**src/rtl/b64d_pkg.sv**
```systemverilog
// shared types, constants and alphabet map for the base64 decoder
`default_nettype none
package b64d_pkg;

  localparam logic [7:0] PadChar = 8'h3D;
  localparam logic [1:0] PosLast = 2'd3;
  localparam logic [1:0] PosFirstLegalPad = 2'd2;

  localparam int QDepth = 4;
  localparam int QAw = $clog2(QDepth);
  localparam int QCw = $clog2(QDepth + 1);

  // byte counts carried with a decoded group
  localparam logic [1:0] CntOne = 2'd1;
  localparam logic [1:0] CntTwo = 2'd2;
  localparam logic [1:0] CntThree = 2'd3;

  typedef struct packed {
    logic       ok;
    logic [5:0] val;
  } sx_t;

  // one queue entry: a decoded group or an error marker
  typedef struct packed {
    logic [23:0] triple;
    logic [1:0]  count;
    logic        last;
    logic        err;
  } grp_word_t;

  typedef struct packed {
    logic           full;
    logic           empty;
    logic [QCw-1:0] count;
  } q_stat_t;

  function automatic sx_t sextet_of(logic [7:0] c);
    sx_t r;
    r.ok  = 1'b1;
    r.val = 6'd0;
    if (c >= 8'h41 && c <= 8'h5A) begin
      r.val = 6'(c - 8'h41);
    end else if (c >= 8'h61 && c <= 8'h7A) begin
      r.val = 6'(c - 8'h47);
    end else if (c >= 8'h30 && c <= 8'h39) begin
      r.val = 6'(c + 8'h04);
    end else if (c == 8'h2B) begin
      r.val = 6'd62;
    end else if (c == 8'h2F) begin
      r.val = 6'd63;
    end else begin
      r.ok = 1'b0;
    end
    return r;
  endfunction

endpackage
`default_nettype wire

```
**src/rtl/b64d_front.sv**
```systemverilog
// front end: character classification, validation and group assembly
`default_nettype none
module b64d_front (
  input  wire logic                  clk,
  input  wire logic                  rst_n,
  input  wire logic                  in_accept,
  input  wire logic [7:0]            char_code,
  input  wire logic                  final_char,
  output logic                       push,
  output b64d_pkg::grp_word_t        push_word
);

  logic [1:0]  pos_r, pos_nxt;
  logic [17:0] store_r, store_nxt;
  logic        tpad_r, tpad_nxt;
  logic        err_r, err_nxt;

  b64d_pkg::sx_t sx;
  logic          pad;
  logic [5:0]    v;
  logic          err_now;
  logic          at_end;

  always_comb begin
    sx      = b64d_pkg::sextet_of(char_code);
    pad     = (char_code == b64d_pkg::PadChar);
    v       = (pad || !sx.ok) ? 6'd0 : sx.val;
    at_end  = (pos_r == b64d_pkg::PosLast);
    err_now = err_r;
    if (!err_r) begin
      if (pad && pos_r < b64d_pkg::PosFirstLegalPad) err_now = 1'b1;
      if (!pad && !sx.ok) err_now = 1'b1;
      if (at_end && !pad && tpad_r) err_now = 1'b1;
      if (at_end && !final_char && (pad || tpad_r)) err_now = 1'b1;
      if (final_char && !at_end) err_now = 1'b1;
    end
  end

  always_comb begin
    pos_nxt   = pos_r;
    store_nxt = store_r;
    tpad_nxt  = tpad_r;
    err_nxt   = err_r;
    push      = 1'b0;
    push_word.triple = {store_r, v};
    push_word.last   = final_char;
    push_word.err    = err_now;
    if (tpad_r) begin
      push_word.count = b64d_pkg::CntOne;
    end else if (pad) begin
      push_word.count = b64d_pkg::CntTwo;
    end else begin
      push_word.count = b64d_pkg::CntThree;
    end
    if (in_accept) begin
      err_nxt = err_now;
      if (!err_r && pos_r == b64d_pkg::PosFirstLegalPad && pad) tpad_nxt = 1'b1;
      if (!err_now) begin
        if (!at_end) begin
          store_nxt = {store_r[11:0], v};
          pos_nxt   = pos_r + 2'd1;
        end else begin
          push      = 1'b1;
          store_nxt = '0;
          pos_nxt   = '0;
          tpad_nxt  = 1'b0;
        end
      end else if (final_char) begin
        push = 1'b1;
      end
      if (final_char) begin
        pos_nxt   = '0;
        store_nxt = '0;
        tpad_nxt  = 1'b0;
        err_nxt   = 1'b0;
      end
    end
  end

  always_ff @(posedge clk) begin
    if (!rst_n) begin
      pos_r   <= '0;
      store_r <= '0;
      tpad_r  <= 1'b0;
      err_r   <= 1'b0;
    end else begin
      pos_r   <= pos_nxt;
      store_r <= store_nxt;
      tpad_r  <= tpad_nxt;
      err_r   <= err_nxt;
    end
  end

endmodule
`default_nettype wire

```
**src/rtl/b64d_fifo.sv**
```systemverilog
// show-ahead queue of decoded groups between front and back end
`default_nettype none
module b64d_fifo (
  input  wire logic                 clk,
  input  wire logic                 rst_n,
  input  wire logic                 push,
  input  wire b64d_pkg::grp_word_t  push_word,
  input  wire logic                 pop,
  output b64d_pkg::grp_word_t       head_word,
  output b64d_pkg::q_stat_t         stat
);

  b64d_pkg::grp_word_t slot_r [b64d_pkg::QDepth];
  logic [b64d_pkg::QAw-1:0] wr_ptr_r, wr_ptr_nxt;
  logic [b64d_pkg::QAw-1:0] rd_ptr_r, rd_ptr_nxt;
  logic [b64d_pkg::QCw-1:0] cnt_r, cnt_nxt;

  always_comb begin
    stat.count = cnt_r;
    stat.full  = (cnt_r == b64d_pkg::QCw'(b64d_pkg::QDepth));
    stat.empty = (cnt_r == '0);
    head_word  = slot_r[rd_ptr_r];
    wr_ptr_nxt = push ? wr_ptr_r + b64d_pkg::QAw'(1) : wr_ptr_r;
    rd_ptr_nxt = pop ? rd_ptr_r + b64d_pkg::QAw'(1) : rd_ptr_r;
    case ({push, pop})
      2'b10:   cnt_nxt = cnt_r + b64d_pkg::QCw'(1);
      2'b01:   cnt_nxt = cnt_r - b64d_pkg::QCw'(1);
      default: cnt_nxt = cnt_r;
    endcase
  end

  always_ff @(posedge clk) begin
    if (push) begin
      slot_r[wr_ptr_r] <= push_word;
    end
  end

  always_ff @(posedge clk) begin
    if (!rst_n) begin
      wr_ptr_r <= '0;
      rd_ptr_r <= '0;
      cnt_r    <= '0;
    end else begin
      wr_ptr_r <= wr_ptr_nxt;
      rd_ptr_r <= rd_ptr_nxt;
      cnt_r    <= cnt_nxt;
    end
  end

endmodule
`default_nettype wire

```
**src/rtl/b64d_back.sv**
```systemverilog
// back end: expands queued groups into output bytes through an output register
`default_nettype none
module b64d_back (
  input  wire logic                 clk,
  input  wire logic                 rst_n,
  input  wire b64d_pkg::grp_word_t  head_word,
  input  wire logic                 head_valid,
  output logic                      pop,
  output logic                      out_tvalid,
  input  wire logic                 out_tready,
  output logic [7:0]                out_tdata,
  output logic                      out_tlast,
  output logic                      out_tuser
);

  logic [1:0] idx_r, idx_nxt;
  logic       vld_r, vld_nxt;
  logic [7:0] data_r, data_nxt;
  logic       last_r, last_nxt;
  logic       bad_r, bad_nxt;

  logic       load;
  logic       final_byte;
  logic [7:0] byte_sel;

  always_comb begin
    case (idx_r)
      2'd0:    byte_sel = head_word.triple[23:16];
      2'd1:    byte_sel = head_word.triple[15:8];
      default: byte_sel = head_word.triple[7:0];
    endcase
    final_byte = head_word.err || (idx_r + 2'd1 == head_word.count);
    load       = head_valid && (!vld_r || out_tready);
    pop        = load && final_byte;

    idx_nxt  = idx_r;
    vld_nxt  = vld_r && !out_tready;
    data_nxt = data_r;
    last_nxt = last_r;
    bad_nxt  = bad_r;
    if (load) begin
      vld_nxt  = 1'b1;
      idx_nxt  = final_byte ? 2'd0 : idx_r + 2'd1;
      data_nxt = head_word.err ? 8'd0 : byte_sel;
      last_nxt = head_word.err || (head_word.last && final_byte);
      bad_nxt  = head_word.err;
    end
  end

  assign out_tvalid = vld_r;
  assign out_tdata  = data_r;
  assign out_tlast  = last_r;
  assign out_tuser  = bad_r;

  always_ff @(posedge clk) begin
    if (!rst_n) begin
      idx_r <= '0;
      vld_r <= 1'b0;
    end else begin
      idx_r <= idx_nxt;
      vld_r <= vld_nxt;
    end
  end

  always_ff @(posedge clk) begin
    data_r <= data_nxt;
    last_r <= last_nxt;
    bad_r  <= bad_nxt;
  end

endmodule
`default_nettype wire

```
**src/rtl/base64_decoder_validating_unit.sv**
```systemverilog
// top level of the validating base64 decoder
//
//   channel | dir | tdata          | tlast         | tuser
//   in_     | in  | char_code[7:0] | final_char    | -
//   out_    | out | data_byte[7:0] | end_of_output | bad_input
//
// one character accepted per cycle while the group queue has room
// a complete group of four expands into one to three output words, one per cycle while the sink is ready
// the four-entry group queue absorbs output stalls; input stalls only when it fills
// reset is synchronous, active low, and empties the queue and output register
`default_nettype none
module base64_decoder_validating_unit (
  input  wire logic       clk,
  input  wire logic       rst_n,
  input  wire logic       in_tvalid,
  output logic            in_tready,
  input  wire logic [7:0] in_tdata,   // char_code
  input  wire logic       in_tlast,
  output logic            out_tvalid,
  input  wire logic       out_tready,
  output logic [7:0]      out_tdata,  // data_byte
  output logic            out_tlast,
  output logic            out_tuser   // bad_input
);

  b64d_pkg::grp_word_t push_word;
  b64d_pkg::grp_word_t head_word;
  b64d_pkg::q_stat_t   q_stat;
  logic                push;
  logic                pop;
  logic                in_accept;

  assign in_tready = !q_stat.full;
  assign in_accept = in_tvalid && in_tready;

  b64d_front u_front (
    .clk        (clk),
    .rst_n      (rst_n),
    .in_accept  (in_accept),
    .char_code  (in_tdata),
    .final_char (in_tlast),
    .push       (push),
    .push_word  (push_word)
  );

  b64d_fifo u_fifo (
    .clk       (clk),
    .rst_n     (rst_n),
    .push      (push),
    .push_word (push_word),
    .pop       (pop),
    .head_word (head_word),
    .stat      (q_stat)
  );

  b64d_back u_back (
    .clk        (clk),
    .rst_n      (rst_n),
    .head_word  (head_word),
    .head_valid (!q_stat.empty),
    .pop        (pop),
    .out_tvalid (out_tvalid),
    .out_tready (out_tready),
    .out_tdata  (out_tdata),
    .out_tlast  (out_tlast),
    .out_tuser  (out_tuser)
  );

`ifndef SYNTHESIS
  a_bad_is_final: assert property (@(posedge clk) disable iff (!rst_n)
    out_tvalid && out_tuser |-> out_tlast && out_tdata == 8'd0)
    else $error("error word without end marker or with data");

  a_queue_bound: assert property (@(posedge clk) disable iff (!rst_n)
    q_stat.count <= b64d_pkg::QCw'(b64d_pkg::QDepth))
    else $error("group queue over depth");

  a_queue_count: assert property (@(posedge clk) disable iff (!rst_n)
    push && !pop |=> q_stat.count == $past(q_stat.count) + b64d_pkg::QCw'(1))
    else $error("group queue count lost a push");

  a_no_pop_empty: assert property (@(posedge clk) disable iff (!rst_n)
    pop |-> !q_stat.empty)
    else $error("pop from empty group queue");
`endif

endmodule
`default_nettype wire

```
**config.mk**
```make
export PLATFORM = sky130hd
export DESIGN_NAME = base64_decoder_validating_unit
export DESIGN_NICKNAME = d
export VERILOG_FILES = /design/src/rtl/b64d_pkg.sv /design/src/rtl/b64d_front.sv /design/src/rtl/b64d_fifo.sv /design/src/rtl/b64d_back.sv /design/src/rtl/base64_decoder_validating_unit.sv
export SDC_FILE = /design/constraint.sdc
export NUM_CORES = 1
export LEC_CHECK = 0
export ABC_AREA = 0
export BUFFER_PORTS_ARGS = -buffer_cell sky130_fd_sc_hd__buf_2
export CORE_UTILIZATION = 34
export CTS_CLUSTER_SIZE = 10
export DETAILED_ROUTE_END_ITERATION = 10
export GPL_ROUTABILITY_DRIVEN = 0
export GPL_TIMING_DRIVEN = 1
export PLACE_DENSITY = 0.61
export RECOVER_POWER = 25
export SETUP_SLACK_MARGIN = 0.02
export SYNTH_ARGS = -nofsm -noshare
export SYNTH_HDL_FRONTEND = slang
export SYNTH_SLANG_ARGS = --single-unit
```
**constraint.sdc**
```tcl
create_clock -name clk -period 3.05 [get_ports clk]
set_input_delay 0.1525 -clock clk [delete_from_list [all_inputs] [get_ports clk]]
set_output_delay 0.1525 -clock clk [all_outputs]
set_load 0.02 [all_outputs]
```
==> impl_metrics.tcl, run 1 <==
set metrics [dict create \
    crit_chain "mux4_2 -> xnor2_1 -> nor2_1 -> o21a_1 -> ha_1 -> fa_1 -> xnor2_1 -> or3_1 -> a21oi_1" \
    synth_area_leader_cell "edfxtp_1" \
    fillers 1687 \
    synthDistinctLibCells 62 \
    cts_setup_buffers 0 \
    cts-resized-gates 0 \
    clock_skew_ns 0.00537 \
    yosys_most_used_dff "edfxtp_1" \
    fp.dieH_um 141 \
    netlist_area_mm2 0.00659 \
    arrival_ns 3.09 \
    drive_above_1_share 0.220 \
    synthCells 420 \
    wirelength_mm 12.8 \
    drc 0 \
    pre_cts_ws_ns -0.00892 \
    num_vias 3809 \
    clkTransAtPathRegs_ns 0.06 \
    ir_drop_mv 0.354 \
    tightest_slew_ns 0.973 \
    wire_per_inst_um 17.3 \
    portBuffers 24 \
    hp-class "in2reg" \
    yosysWarnings 0 \
    cts_inserted_buffers 17 \
    final_core_util 0.411 \
    gr-total-overflow 0 \
    drv_cap 0 \
    die_w_um 141 \
    synth_edf_count 122 \
    layoutNonFillerInstCount 741 \
    clockBufferDepth 2 \
    path_common_cell "xnor2_1" \
    min-delay-start "in_tvalid" \
    vias_per_cell 5.14 \
    placed_area_mm2 0.00715 \
    cts_tree "done" \
    status "complete, no violations" \
    postSynthRegisterBits 156 \
    diodes 0 \
    grt_usage 0.137 \
    cts_root_buffer "clkbuf_16" \
    synth.top_cell.area_share 0.556 \
    dr.pass1.iters 5 \
    worst-path-buf-inv 0 \
    grt_max_degree 29 \
    end_kind "flop" \
    whs_path_depth 3 \
    avgSynthCellArea_um2 15.7 \
    p_leak_nw 2.64 \
    synthTopCellsByArea "edfxtp_1, dfxtp_1, mux4_2" \
    ff2ff_path_depth 9 \
    startpoint_type "flop" \
    powerDensity_mw_per_mm2 749 \
    rsz0062_at_grt "false" \
    hold_end "u_front.err_r" \
    crit_fanout 6 \
    dp_hpwl_mm 8.26 \
    crit_type "reg2reg" \
    dp.cells 708 \
    synthToLayoutAreaGrowth_pct 17.5 \
    maxSlewHeadroom 0.351 \
    path_delay_family "adder cells" \
    drv_slew 0 \
    finalPower_w 0.00580 \
    initial_core_util 0.350 \
    grt_pass1_wl_mm 20.2 \
    reg2reg_slack_ns 0.31 \
    min_period_ns 2.74 \
    grt_antenna_before_repair 0 \
    die_area_mm2 0.0199 \
    syn-num-nets 452 \
    ys_seq_area_frac 0.659 \
    grt_pass1_vias 3851 \
    drtIter0Drc 240 \
    finalWorstSetupSlack_ns 0.311 \
    core_mm2 0.0188 \
    crit_required_ns 3.40 \
    cp_slowest_cell "mux4_2" \
    nets 500 \
    io_pins 25 \
    hold_viol_final 0 \
    rr_endpoint "u_fifo.cnt_r[2]" \
    max_freq_mhz 365 \
    clock_latency_ns 0.42 \
    fin_area_mm2 0.00774 \
    cts_sinks 156 \
    rows 50 \
    cts.htree.levels 4 \
    postRouteAntennaNets 0 \
    fin_crit_sh 0.898 \
    setup_viol 0 \
    synthArstFlopShare 0 \
    max_stage_delay_ns 0.53 \
]
[area by class of cell]
class / instances / area (µm²) / share of cell area
Sequential cell: 156 / 4350 / 0.561
Multi-Input combinational cell: 232 / 2100 / 0.272
Clock buffer: 22 / 464 / 0.0600
Tap cell: 260 / 325 / 0.0420
Timing Repair Buffer: 43 / 314 / 0.0406
Clock inverter: 10 / 121 / 0.0157
Inverter: 18 / 67.6 / 0.00873
[layout by cell type (no fill, tap or decap), drive strengths merged, types with 7 or more instances in the layout]
cell,Yosys,layout
edfxtp,122,122
buf,9,41
dfxtp,34,34
mux4,28,28
nand2,24,24
clkbuf,5,23
a21oi,22,22
inv,18,18
a22o,18,18
ha,18,18
nor2,18,18
o21ai,11,11
a22oi,10,10
and2,9,9
mux2i,7,7
clkinv,0,7
[worst max path at each step]
| stage | cells past startpoint | slack, ns | end |
|---|---|---|---|
| after global placement | 14 | 0.07 | u_fifo.cnt_r[2] |
| after CTS | 9 | 0.28 | u_fifo.cnt_r[2] |
| final | 9 | 0.31 | u_fifo.cnt_r[2] |
| after floorplan | 14 | 0.08 | u_fifo.cnt_r[2] |
| after global routing | 9 | 0.12 | u_fifo.cnt_r[2] |
| after detailed placement | 14 | -0.009 | u_fifo.cnt_r[2] |
[cells in the mapped netlist (3+ instances only)]
master	n
a21o_1	3
a21oi_1	22
a22o_1	18
a22oi_1	10
a31oi_1	3
and2_1	6
buf_2	5
clkbuf_1	5
dfxtp_1	34
edfxtp_1	122
ha_1	18
inv_1	18
mux2i_1	7
mux4_2	28
nand2_1	24
nand2b_1	5
nand3_1	5
nand3b_1	3
nor2_1	17
nor3_1	3
o21ai_0	10
xnor2_1	4
xor2_1	4
[per-layer routing]
| metal | vias up | GRT usage | wire length, µm |
|---|---|---|---|
| met4 | 0 | 0.0566 | 156 |
| met5 | - | 0 | 0 |
| met2 | 107 | 0.229 | 6230 |
| li1 | 1748 | - | - |
| met1 | 1942 | 0.169 | 5920 |
| met3 | 12 | 0.0329 | 492 |
[flip-flops by register name, summed over array words and instances (netlist names), named ones only]
signal,cells
u_front.store_r,18
u_back.out_tuser,1
u_back.out_tvalid,1
u_fifo.wr_ptr_r,2
u_fifo.cnt_r,3
u_fifo.rd_ptr_r,2
u_front.err_r,1
u_front.pos_r,2
u_back.out_tlast,1
u_front.tpad_r,1
u_back.out_tdata,8
u_fifo.slot_r,112
u_back.idx_r,2
[worst register-to-register path, delay by kind of cell (launching register included)]
kind	cells	cell delay, ns
xor gates and xnor gates	2	0.29
DFF	1	0.43
muxes	1	0.53
AOI/OAI and AO/OA	2	0.39
and+or+nand+nor	2	0.39
adders and majority gates	2	0.63
[kinds of logic after synthesis]
group | Yosys count | share of synthesized area
XOR/XNOR | 8 | 0.0106
AO/OA/AOI/OAI | 89 | 0.100
AND/OR/NAND/NOR | 81 | 0.0649
multiplexers | 35 | 0.106
flip-flops | 156 | 0.659
buffers and inverters | 32 | 0.0215
adder cells (fa/ha/maj) | 19 | 0.0372
[per-stage QoR]
step	setup TNS (ns)	hold WS [ns]
finish	0	0.0322
CTS	0	0.0151
detailed placement	-0.00892	0.439
global placement	0	0.424
floorplan	0	0.251
global route	0	0.0659
[timing repair]
item | CTS | global route
hold buffers | 1 | 0
endpoints found under the setup margin | 0 | 0
endpoints found under the hold margin | 1 | 0
[power by group]
group / switching (W) / internal [W]
sequential: 0.0000750 / 0.00249
clock: 0.000766 / 0.00131
combinational: 0.000672 / 0.000480
total: 0.00151 / 0.00429
No activity file was read; power rests on OpenSTA's default activity.
==> inputs of run 2 (changes only) <==
--- a/config.mk
+++ b/config.mk
@@ -12,7 +12,7 @@
 export DETAILED_ROUTE_END_ITERATION = 10
 export GPL_ROUTABILITY_DRIVEN = 0
 export GPL_TIMING_DRIVEN = 1
-export PLACE_DENSITY = 0.61
+export PLACE_DENSITY = 0.59
 export RECOVER_POWER = 25
 export SETUP_SLACK_MARGIN = 0.02
 export SYNTH_ARGS = -nofsm -noshare
==> constraint.sdc (replaced) <==
create_clock -name clk -period 2.8 [get_ports clk]
set_input_delay 0.14 -clock clk [delete_from_list [all_inputs] [get_ports clk]]
set_output_delay 0.14 -clock clk [all_outputs]
set_load 0.02 [all_outputs]
==> run 2 against run 1 <==
Effect of this change: hold slack better by 0.037 ns; clock power is 9% higher; via count about the same; sequential power grew 8.9%; maximum frequency increased by 5.2%; critical path depth did not move; total power grew 9.6%; wire length up 2.2%; highest routed layer unchanged.
==> impl_metrics.tcl, run 2 (synthesis results as in run 1) <==
set metrics [dict create \
    dp_hpwl_mm 8.32 \
    grt_pass1_wl_mm 21.1 \
    min_period_ns 2.60 \
    status "complete, no violations" \
    clkTransAtPathRegs_ns 0.06 \
    clockBufferDepth 2 \
    finalPower_w 0.00636 \
    gr-total-overflow 0 \
    end_kind "flop" \
    drive_above_1_share 0.268 \
    hold_viol_final 0 \
    drtIter0Drc 226 \
    core_mm2 0.0188 \
    nets 516 \
    die_area_mm2 0.0199 \
    drv_slew 0 \
    maxSlewHeadroom 0.343 \
    crit_fanout 5 \
    cts_tree "done" \
    grt_antenna_before_repair 0 \
    die_w_um 141 \
    rsz0062_at_grt "false" \
    cts_root_buffer "clkbuf_16" \
    setup_tns_ns 0 \
    initial_core_util 0.350 \
    crit_required_ns 3.15 \
    hp-class "in2reg" \
    startpoint_type "flop" \
    fp.dieH_um 141 \
    p_leak_nw 2.71 \
    clock_latency_ns 0.42 \
    final_common_cell "edfxtp_1" \
    grt_pass1_vias 3870 \
    powerDensity_mw_per_mm2 804 \
    portBuffers 24 \
    fin_area_mm2 0.00791 \
    cts_sinks 156 \
    tightest_slew_ns 0.985 \
    io_pins 25 \
    synthToLayoutAreaGrowth_pct 20.0 \
    vias_per_cell 5.03 \
    dr.pass1.iters 4 \
    fin_crit_sh 0.930 \
    mostFrequentLayoutCells "edfxtp_1, dfxtp_1, buf_4" \
    arrival_ns 2.95 \
    ir_drop_mv 0.388 \
    max_freq_mhz 384 \
    grt_max_degree 29 \
    holdWs_ns 0.0694 \
    wire_per_inst_um 17.3 \
    drv_cap 0 \
    grt_usage 0.143 \
    rows 50 \
    diodes 0 \
    wirelength_mm 13.1 \
    cts.htree.levels 4 \
    top_register "u_fifo.slot_r" \
    placed_area_mm2 0.00727 \
    cts_inserted_buffers 17 \
    num_vias 3806 \
    postRouteAntennaNets 0 \
    setup_viol 0 \
    largest_register_ff_count 112 \
    drc 0 \
    clock_skew_ns 0.00970 \
    crit_type "reg2reg" \
]
## run 2: cell types whose count changed in the layout (fill, tap and decap cells not counted), moves of 2 or more
| cell | change |
|---|---|
| buf_4 | +15 |
| bufinv_16 | -2 |
| clkbuf_1 | -3 |
| clkbuf_8 | +3 |
| clkinv_1 | -3 |
| clkinv_2 | -3 |
| clkinvlp_4 | +5 |
| ha_1 | -2 |
| inv_1 | -2 |
| inv_6 | +4 |
## run 2: through the flow
step                 util  worst slack, ns  instances
CTS                 0.419           0.0324        755
global placement    0.386           0.0370        721
finish              0.420            0.195        757
floorplan               -           0.0260        420
global route        0.420           0.0573        757
detailed placement  0.386          -0.0371        721
## run 2: critical path: stages, from the launching register on
cell and delay [ns]:
dfxtp_4 0.38, mux4_2 0.51, xnor2_1 0.16, nor2_1 0.09, o21a_2 0.25, ha_2 0.20
fa_1 0.37, xnor2_1 0.14, or3_1 0.30, a21oi_1 0.14
## run 2: cell type report
| type | instances | area [µm²] |
|---|---|---|
| clock buffer | 22 | 494 |
| clock inverter | 10 | 100 |
| fill | 1708 | 10900 |
| inverter | 18 | 71.3 |
| multi-input combinational | 232 | 2130 |
| sequential | 156 | 4350 |
| tap | 260 | 325 |
| timing repair buffer | 59 | 437 |
## run 2: what timing repair did
item | CTS | global route
gates resized for setup | 0 | 3
endpoints found under the setup margin | 0 | 1
endpoints found under the hold margin | 2 | 0
hold buffers | 2 | 0
buffers inserted | 0 | 2
## run 2: final timing paths
check                                        from                 end  slack [ns]  cells past startpoint
worst min register to register  u_back.out_tvalid   u_back.out_tvalid        0.47                      2
worst max register to register               flop     u_fifo.cnt_r[2]        0.20                      9
worst max-delay path                         flop     u_fifo.cnt_r[2]        0.20                      9
worst min-delay path                        rst_n  u_fifo.wr_ptr_r[1]        0.07                      3
## run 2: layer usage
metal / share of wire / up-vias / routed length, µm / track usage
li1: - / 1780 / - / -
met1: 0.48 / 1922 / 6220 / 0.190
met2: 0.47 / 87 / 6190 / 0.228
met3: 0.035 / 17 / 463 / 0.0313
met4: 0.016 / 0 / 208 / 0.0595
met5: 0 / - / 0 / 0
## run 2: where the power goes
part / internal, W / total, W / switching [W]
Sequential: 0.00272 / 0.00280 / 0.0000786
Clock: 0.00135 / 0.00226 / 0.000906
Combinational: 0.000563 / 0.00131 / 0.000746
